File: config.mk
export PLATFORM = sky130hd
export DESIGN_NAME = ebml_integer_element_parser_unit
export DESIGN_NICKNAME = d
export VERILOG_FILES = /design/src/sv/eiep_pkg.sv /design/src/sv/ebml_integer_element_parser_unit.sv
export SDC_FILE = /design/constraint.sdc
export NUM_CORES = 1
export LEC_CHECK = 0
export BUFFER_PORTS_ARGS = -buffer_cell sky130_fd_sc_hd__buf_2
export CORE_MARGIN = 2
export CORE_UTILIZATION = 25
export DETAILED_ROUTE_END_ITERATION = 16
export PLACE_DENSITY_LB_ADDON = 0.08
export SLEW_MARGIN = 15
export SYNTH_ARGS = -nofsm -noshare
export SYNTH_HDL_FRONTEND = slang
export SYNTH_SLANG_ARGS = --single-unit
File: constraint.sdc
create_clock -name clk_i -period 22.7 [get_ports clk_i]
set_clock_uncertainty 0.1 [all_clocks]
set_input_delay 1.135 -clock clk_i [delete_from_list [all_inputs] [get_ports clk_i]]
set_output_delay 1.135 -clock clk_i [all_outputs]
set_load 0.02 [all_outputs]
File: src/sv/eiep_pkg.sv
// ----------------------------------------------------------------------------
// EBML integer element parser package
// Beat types, status codes and vint helper functions.
// ----------------------------------------------------------------------------
package eiep_pkg;

  localparam int unsigned MaxVintOctets = 8;

  localparam logic [1:0] StOk          = 2'd0;
  localparam logic [1:0] StIdMismatch  = 2'd1;
  localparam logic [1:0] StVintLong    = 2'd2;
  localparam logic [1:0] StPayloadLong = 2'd3;

  localparam logic [1:0] CfgExpectedId = 2'd0;
  localparam logic [1:0] CfgMatchAny   = 2'd1;
  localparam logic [1:0] CfgSignedMode = 2'd2;

  typedef struct packed {
    logic [7:0] data_byte;
    logic       restart;
  } in_beat_t;

  typedef struct packed {
    logic [1:0]  status;
    logic [31:0] element_id;
    logic [3:0]  payload_length;
    logic [63:0] element_value;
  } out_beat_t;

  // octet count of a vint from its first byte; 9 for a zero byte
  function automatic logic [3:0] vint_octets(input logic [7:0] b);
    logic [3:0] n;
    n = 4'd9;
    for (int i = 0; i < 8; i++) begin
      if (b[i]) n = 4'(8 - i);
    end
    return n;
  endfunction

  // (leading zeros mod 8) + 1; one octet for a zero id
  function automatic logic [3:0] id_octets(input logic [31:0] id);
    logic [5:0] z;
    z = 6'd32;
    for (int i = 0; i < 32; i++) begin
      if (id[i]) z = 6'(31 - i);
    end
    return {1'b0, z[2:0]} + 4'd1;
  endfunction

endpackage

File: src/sv/ebml_integer_element_parser_unit.sv
// ----------------------------------------------------------------------------
// EBML integer element parser
// Parses EBML element headers byte by byte and returns integer payloads.
// ----------------------------------------------------------------------------
// Input channel: one stream byte per beat (in_valid_i / in_stall_o), with a
// restart flag that drops a partial element. Output channel: one beat per
// element (out_valid_o / out_stall_i) with status, element ID, payload
// length and the 64-bit value, sign-extended when signed mode is set.
// Configuration: plain write port, index 0 expected ID, 1 match-any, 2 signed
// mode; the user must write it only while the block is idle (not enforced).
// Throughput: one byte per cycle. Each byte updates the header and payload
// accumulators in a single pass; the result lands in the output register.
// Latency: the result of an element's last byte is valid the next cycle.
// Stall: while the output register holds an untaken beat and out_stall_i
// is high, in_stall_o is raised; otherwise a byte is taken every cycle,
// including in the cycle the held beat leaves.
// Reset: parser waits for an ID first byte, expected ID 0, match-any on,
// signed mode off, output empty.
// ----------------------------------------------------------------------------
module ebml_integer_element_parser_unit import eiep_pkg::*; (
  input  logic        clk_i,
  input  logic        rst_ni,
  input  logic        in_valid_i,
  output logic        in_stall_o,
  input  in_beat_t    in_beat_i,
  output logic        out_valid_o,
  input  logic        out_stall_i,
  output out_beat_t   out_beat_o,
  input  logic        cfg_we_i,
  input  logic [1:0]  cfg_idx_i,
  input  logic [31:0] cfg_data_i
);

  localparam logic [1:0] PhId      = 2'd0;
  localparam logic [1:0] PhSize    = 2'd1;
  localparam logic [1:0] PhPayload = 2'd2;
  localparam logic [1:0] PhUnused  = 2'd3;

  logic [31:0] expected_id_q;
  logic [3:0]  exp_oct_q;
  logic        match_any_q, signed_mode_q;

  logic [1:0]  phase_q, phase_d;
  logic [3:0]  seen_q, seen_d;
  logic [3:0]  exp_q, exp_d;
  logic [31:0] id_q, id_d;
  logic [3:0]  len_lo_q, len_lo_d;
  logic        len_big_q, len_big_d;
  logic [3:0]  rem_q, rem_d;
  logic [63:0] val_q, val_d;

  logic        out_valid_q;
  out_beat_t   out_q;

  logic        in_acc, out_load;
  logic        emit;
  out_beat_t   res;

  logic [7:0]  b;
  logic        go_idle;
  logic [1:0]  ph;
  logic [3:0]  seen_e, exp_e, n_oct;
  logic [3:0]  seen_n, exp_n, lo_n;
  logic        big_n;
  logic [31:0] id_n;
  logic [7:0]  stripped;
  logic [63:0] v_n, v_ext;
  logic [3:0]  rem_n;
  logic        sgn;

  assign in_stall_o = out_valid_q & out_stall_i;
  assign in_acc     = in_valid_i & ~in_stall_o;
  assign out_load   = ~out_valid_q | ~out_stall_i;

  assign b       = in_beat_i.data_byte;
  assign go_idle = in_beat_i.restart | (phase_q == PhUnused);
  assign ph      = go_idle ? PhId : phase_q;
  assign seen_e  = go_idle ? 4'd0 : seen_q;
  assign exp_e   = go_idle ? 4'd0 : exp_q;
  assign n_oct   = vint_octets(b);

  // sign extension of the payload from its byte length
  always_comb begin
    v_n = {val_q[55:0], b};
    sgn = 1'b0;
    for (int k = 1; k < 8; k++) begin
      if (len_lo_q == 4'(k)) sgn = v_n[8*k-1];
    end
    v_ext = v_n;
    for (int k = 0; k < 8; k++) begin
      if (signed_mode_q && sgn && (4'(k) >= len_lo_q)) v_ext[8*k +: 8] = 8'hFF;
    end
  end

  always_comb begin
    phase_d   = ph;
    seen_d    = seen_e;
    exp_d     = exp_e;
    id_d      = id_q;
    len_lo_d  = len_lo_q;
    len_big_d = len_big_q;
    rem_d     = rem_q;
    val_d     = val_q;
    emit      = 1'b0;
    res       = '{status: StOk, element_id: id_q, payload_length: 4'd0,
                  element_value: 64'd0};
    seen_n    = seen_e;
    exp_n     = exp_e;
    id_n      = id_q;
    lo_n      = len_lo_q;
    big_n     = len_big_q;
    stripped  = 8'd0;
    rem_n     = rem_q;

    case (ph)
      PhSize: begin
        if (seen_e == 4'd0) begin
          stripped = b & ~(8'h80 >> 3'(n_oct - 4'd1));
          lo_n     = stripped[3:0];
          big_n    = |stripped[7:4];
          exp_n    = n_oct;
          seen_n   = 4'd1;
        end else begin
          lo_n   = b[3:0];
          big_n  = len_big_q | (len_lo_q != 4'd0) | (|b[7:4]);
          seen_n = seen_e + 4'd1;
        end
        if (seen_e == 4'd0 && n_oct > 4'(MaxVintOctets)) begin
          emit       = 1'b1;
          res.status = StVintLong;
        end else begin
          len_lo_d  = lo_n;
          len_big_d = big_n;
          seen_d    = seen_n;
          exp_d     = exp_n;
          if (seen_n >= exp_n) begin
            seen_d = 4'd0;
            exp_d  = 4'd0;
            if (big_n || lo_n > 4'd8) begin
              emit       = 1'b1;
              res.status = StPayloadLong;
            end else if (lo_n == 4'd0) begin
              emit = 1'b1;
            end else begin
              rem_d   = lo_n;
              val_d   = 64'd0;
              phase_d = PhPayload;
            end
          end
        end
      end
      PhPayload: begin
        val_d = v_n;
        rem_n = (rem_q != 4'd0) ? rem_q - 4'd1 : rem_q;
        rem_d = rem_n;
        if (rem_n == 4'd0) begin
          emit                 = 1'b1;
          res.payload_length   = len_lo_q;
          res.element_value    = v_ext;
        end
      end
      default: begin
        if (seen_e == 4'd0) begin
          id_n   = {24'd0, b};
          exp_n  = n_oct;
          seen_n = 4'd1;
        end else begin
          id_n   = {id_q[23:0], b};
          seen_n = seen_e + 4'd1;
        end
        id_d           = id_n;
        res.element_id = id_n;
        if (seen_e == 4'd0 && n_oct > 4'(MaxVintOctets)) begin
          emit       = 1'b1;
          res.status = StVintLong;
        end else begin
          seen_d = seen_n;
          exp_d  = exp_n;
          if (seen_n >= exp_n) begin
            seen_d = 4'd0;
            exp_d  = 4'd0;
            if (!match_any_q && (exp_oct_q != exp_n || id_n != expected_id_q)) begin
              emit       = 1'b1;
              res.status = StIdMismatch;
            end else begin
              phase_d = PhSize;
            end
          end
        end
      end
    endcase

    if (emit) begin
      phase_d = PhId;
      seen_d  = 4'd0;
      exp_d   = 4'd0;
    end
  end

  always_ff @(posedge clk_i or negedge rst_ni) begin
    if (!rst_ni) begin
      expected_id_q <= 32'd0;
      exp_oct_q     <= 4'd1;
      match_any_q   <= 1'b1;
      signed_mode_q <= 1'b0;
    end else if (cfg_we_i) begin
      case (cfg_idx_i)
        CfgExpectedId: begin
          expected_id_q <= cfg_data_i;
          exp_oct_q     <= id_octets(cfg_data_i);
        end
        CfgMatchAny:   match_any_q   <= cfg_data_i[0];
        CfgSignedMode: signed_mode_q <= cfg_data_i[0];
        default: ;
      endcase
    end
  end

  always_ff @(posedge clk_i or negedge rst_ni) begin
    if (!rst_ni) begin
      phase_q   <= PhId;
      seen_q    <= 4'd0;
      exp_q     <= 4'd0;
      id_q      <= 32'd0;
      len_lo_q  <= 4'd0;
      len_big_q <= 1'b0;
      rem_q     <= 4'd0;
      val_q     <= 64'd0;
    end else if (in_acc) begin
      phase_q   <= phase_d;
      seen_q    <= seen_d;
      exp_q     <= exp_d;
      id_q      <= id_d;
      len_lo_q  <= len_lo_d;
      len_big_q <= len_big_d;
      rem_q     <= rem_d;
      val_q     <= val_d;
    end
  end

  always_ff @(posedge clk_i or negedge rst_ni) begin
    if (!rst_ni) begin
      out_valid_q <= 1'b0;
    end else if (out_load) begin
      out_valid_q <= in_acc & emit;
    end
  end

  always_ff @(posedge clk_i) begin
    if (out_load && in_acc && emit) begin
      out_q <= res;
    end
  end

  assign out_valid_o = out_valid_q;
  assign out_beat_o  = out_q;

endmodule

# Word level (Yosys, flattened, before mapping)
# Cells that the tools add are included.
# word_totals
out_inout_bits,104
regBits,248
in_bits,48
# op_classes
magnitude_cmp,12
n_eq_ne,18
bitwise_logic,13
add_sub_neg,4
mux,121
shift,1
reduce_logical,32
# ops
operator,count
$mux 56,4
$mux 4,32
$pmux 56 s2,1
$mux 3,34
$mux 32,3
$mux 8,8
$ne 32x32->1,1
$mux 2,14
$pmux 4 s2,3
$mux 1,19
$eq 4x3->1 const B,4
$ge 3x4->1 const A,4
$logic_and 1x1->1,13
$logic_not 4->1,3
$and 8x8->8,1
$eq 4x2->1 const B,2
$ge 1x4->1 const A,2
$ge 2x4->1 const A,2
$ge 4x4->1,2
$gt 4x4->1 const B,2
$ne 2x2->1 const B,4
$not 8->8,1
$pmux 2 s2,2
$reduce_and 2->1,4
other kinds (22),36

# Depth between registers and ports, before layout
# depth
ltp_word,35
ltp_mapped,21
mapped_depth_nobuf,16

# Worst setup path after synthesis
# No wires, ideal clock.
# synth_timing
kind,input-to-reg
from,input in_beat_i[0] in the netlist's numbering
to,"register out_q (netlist bit out_beat_o[0]), enable pin"
arrival_ps,8116
setup_slack_ps,13920
setup_ps,564
path_stages,17
path_cell_list,a21oi_1 -> clkbuf_1 -> nand2_1 -> ha_1 -> buf_2 -> inv_1 -> a21oi_1 -> a21oi_1 -> a31oi_1 -> ha_1 -> nand2b_1 -> a21oi_1 -> o21ai_0 -> a21oi_1 -> a221oi_1 -> a21oi_1 -> nor2_1
# synth_via
elab_chain_cells,13
# synth_lines
item,line_no,source
from (decl),ebml_integer_element_parser_unit.sv:25,"input in_beat_t in_beat_i,"
$or 1x1->1 (*),ebml_integer_element_parser_unit.sv:76,assign go_idle = in_beat_i.restart | (phase_q == PhUnused);
"parallel branches: the longest is 10 deep, another holds $add 4x1->4",--,
$pmux 1 s2 (*),ebml_integer_element_parser_unit.sv:115,case (ph)
$logic_and 1x1->1 (*),ebml_integer_element_parser_unit.sv:250,if (out_load && in_acc && emit) begin
to (signal assigned),ebml_integer_element_parser_unit.sv:251,out_q <= res;
to (decl),ebml_integer_element_parser_unit.sv:53,out_beat_t out_q;
# Every way passes the cells marked *. The select of a mux whose other input is x is not followed.
# A chain may end at the register's enable or synchronous reset.

# Worst setup path in the final report
# layout_timing
from,input in_beat_i[0] in the netlist's numbering
to,"register out_q (netlist bit out_beat_o[8]), enable pin"
# The elaborated chain is that of the path after synthesis.

==> summary.txt <==
Drt
  – DRC marker count from the first detailed-route iteration: around 450
  – Drc violations: 0
  – Wire per inst: roughly 19 µm
  – TritonRoute pass-1 iters: 7
  – Via count: 8718
  – Antenna viol nets, final: 0
  – Routed Wire Length: roughly 35 mm
  – Routed vias/inst: 4.60

Yosys
  – Synth warn: 0
  – Top cells by area, synth: dfrtp_1 (31%), edfxtp_1 (27%), nand2_1 (6.0%), nor2_1 (5.1%), o21ai_0 (4.5%)
  – Post-Synth Adder-Cell Area: 0.0118
  – Synth area leader: dfrtp_1
  – Syn Area/Cell: approximately 10 µm²
  – Count of cell types in the netlist: 74
  – Largest family of logic cells by synthesized area: simple AND/OR/NAND/NOR gates
  – Yosys reg bits: ~250
  – Cell count after synthesis: ~1.1k
  – Simple-Gate Fraction of Synth Area: 0.171
  – Synth Net Count: ~1.2k
  – Number of synthesized flops with an enable pin: 102
  – Ys async rst share: 0.589
  – Prevailing post-synth register cell: dfrtp_1
  – Area of the mapped netlist: about 11000 µm²
  – Post-synthesis compound-gate area fraction: 0.133
  – Post-Synth XOR/XNOR Area: 0.0122
  – Area share of the largest cell type after synthesis: 0.315
  – Sequential fraction of the synthesis area: 0.587
  – Multiplexer share of the synthesized area: 0.0382

Setup path
  – CP Launch Type: input port
  – Critical path's most frequent cell: a21oi_1
  – Crit-path max cell delay: approximately 870 ps
  – Data arrival, critical path: 6380 ps
  – Crit path max-delay cell type: buf_4
  – CP required: around 23000 ps
  – Largest delay share family, worst path: compound AO/OA/AOI/OAI gates
  – CP max FO: 75
  – Setup crit end kind: flip-flop
  – CP Cell Sequence: buf_2 > a21oi_1 > buf_4 > nand2_1 > ha_1 > inv_1 > a21oi_1 > a31oi_1 > ha_1 > nand2b_1 > a21oi_1 > o21ai_0 > a21oi_1 > a221oi_1 > a21oi_1 > nor2_4 > buf_4
  – Buffers plus inverters on the worst setup path: 4
  – Kind of critical path: in2reg

Cells and area
  – Fin cells: roughly 1.9k
  – Inserted Diodes: 0
  – Share of layout cells above drive strength 1: 0.198
  – Area Growth Syn to Fin: 19.9%
  – Final nets: about 1.3k

Clock network
  – Deepest clock path buffer count: 3
  – Setup Fix Bufs, Post-CTS: 0
  – Post-CTS Hold Buffers: 0
  – CTS Sinks: 248
  – Post-CTS sizing: 0
  – Clock insertion delay at the later pin of the skew report: 570 ps
  – H-tree level count: 1
  – CTS tree: done
  – Clock slew at reported path FFs: ~50 ps
  – Root Driver: clkbuf_16
  – Number of CTS-inserted buffers: 31

Place
  – PortBufs: about 150
  – GP Congestion: approximately 0.78
  – HPWL Detailed: roughly 25 mm
  – Placed Cells: between 1.5k and 2k

Power and ir drop
  – Leakage power: between 5 and 6 nW
  – Design Power: between 1 and 1.5 mW
  – PwrDens: approximately 100 nW/µm²
  – Peak VDD IR: 0.0000518 V

Die
  – Core ar.: between 40000 and 50000 µm²
  – Initial core utilization: 0.253
  – IO Count: about 150
  – Die area: 47500 µm²
  – # rows: between 70 and 80
  – Die width: about 220 µm
  – Die height: 218 µm

GRT
  – First-pass GRT wire length: roughly 54 mm
  – Largest net degree at the start of global routing: 119
  – Vias in the first global route: roughly 8.8k
  – Initial antenna violation count: 0
  – Overflow left after global routing: 0
  – Tot GR Track Use: 0.148

Flow run
  – Max Cap Viol: 0

Outcome
  – Status: completed

STA
  – RSZ-0062 raised after global routing: no
  – # setup viols final: 0
  – Slew Limit Headroom: 0.203
  – Slew @ Worst Pin: roughly 1200 ps
  – Fin. max-slew vios: 0
  – Post-Route Setup TNS: 0 ps
  – Fmax: between 0.15 and 0.2 GHz
  – Final hold vios: 0
  – Final Cycle Share: 0.278
  – Minimum clock period: 6300 ps

Hold path
  – Hold WC Path Type: reg2reg
Yosys cell counts, types with 4 or more instances:
cell type  count
a2111oi_0      4
a21oi_1       24
a22o_1        11
a22oi_1        4
a31oi_1        7
and2_1        13
buf_1          4
buf_2         11
buf_6          5
clkbuf_1      42
dfrtp_1      144
edfxtp_1     102
ha_1          10
inv_1         64
mux2_2        35
nand2_1      183
nand2b_1       6
nand3_1       36
nand4_1        4
nor2_1       156
nor2b_1        7
nor3_1        15
nor4_1         8
o2111ai_1      4
o21ai_0      104
o21ai_1       26
o21bai_1       4
o22ai_1       13
o31ai_1       11
or3_1          4
xnor2_1       13
area by class of cell:
cell class	count	area, µm²
inverter	65	244
tap	600	751
fill	4843	31600
multi-input combinational	764	4220
sequential	248	6720
clock inverter	8	38.8
clock buffer	49	905
timing repair buffer	161	837
placed cells by master, fill, tap and decap left out, types with 5 or more instances in the layout:
cell,count
a21oi_1,24
a22o_1,11
a31oi_1,7
and2_1,12
buf_2,150
buf_4,10
clkbuf_1,13
clkbuf_16,32
clkinv_1,5
dfrtp_1,144
edfxtp_1,102
ha_1,9
inv_1,64
mux2_2,35
nand2_1,183
nand2b_1,6
nand3_1,36
nor2_1,155
nor2b_1,7
nor3_1,15
nor4_1,8
o21ai_0,104
o21ai_1,25
o22ai_1,13
o31ai_1,11
xnor2_1,13
where the power goes:
group | switching [mW] | internal (mW) | leakage, nW | total, mW
Combinational | 0.210 | 0.0973 | 2.04 | 0.307
Sequential | 0.0579 | 0.551 | 2.89 | 0.608
Clock | 0.193 | 0.271 | 0.461 | 0.464
Total | 0.461 | 0.918 | 5.39 | 1.38
flip-flops by register name, indices dropped and copies added (netlist names):
signal,flops
out_beat_o,102
val_q,56
expected_id_q,32
id_q,32
exp_oct_q,4
exp_q,4
len_lo_q,4
rem_q,4
seen_q,4
phase_q,2
len_big_q,1
match_any_q,1
out_valid_o,1
signed_mode_q,1
final timing paths:
check | startpoint | endpoint | slack (ps) | cells past startpoint
worst max-delay path | in_beat_i[0] | out_beat_o[8]$_SDFFCE_PN0P_ | 16400 | 17
worst min register to register | val_q[51]$_DFFE_PN0P_ | val_q[51]$_DFFE_PN0P_ | 380 | 2
min in group asynchronous | rst_ni | expected_id_q[27]$_DFFE_PN0P_ | 400 | 1
worst min-delay path | val_q[51]$_DFFE_PN0P_ | val_q[51]$_DFFE_PN0P_ | 380 | 2
worst max register to register | phase_q[1]$_DFFE_PN0P_ | out_beat_o[8]$_SDFFCE_PN0P_ | 16640 | 16
max in group asynchronous | rst_ni | id_q[29]$_DFFE_PN0P_ | 20280 | 3
layer usage:
metal,vias to the layer above,GRT usage,wire length (µm)
met5,-,0,0
met4,0,0.0399,718
met3,53,0.0241,1590
met2,181,0.237,16200
met1,4249,0.207,16800
li1,4235,-,-
cells by family (layout without fill, tap and decap cells):
logic type,after synthesis,count (layout)
buffers and inverters,128,283
AO/OA/AOI/OAI,247,247
AND/OR/NAND/NOR,452,452
XOR/XNOR,16,16
adder cells (fa/ha/maj),11,11
multiplexers,38,38
flip-flops,248,248
worst min-delay path: stages (launching register included):
cell and delay (ps):
dfrtp_1 340, nand2_1 50, o21ai_0 60
stage by stage:
| stage | hold slack [ps] | util | setup WS [ps] | instance area (µm²) |
|---|---|---|---|---|
| floorplan | 350 | - | 13920 | 11400 |
| finish | 382 | 0.303 | 16400 | 13700 |
| detailed placement | 373 | 0.282 | 15750 | 12800 |
| CTS | 386 | 0.303 | 16300 | 13700 |
| global route | 408 | 0.303 | 15880 | 13700 |
| global placement | 366 | 0.282 | 15990 | 12800 |
Power figures use the tool's default switching activity.
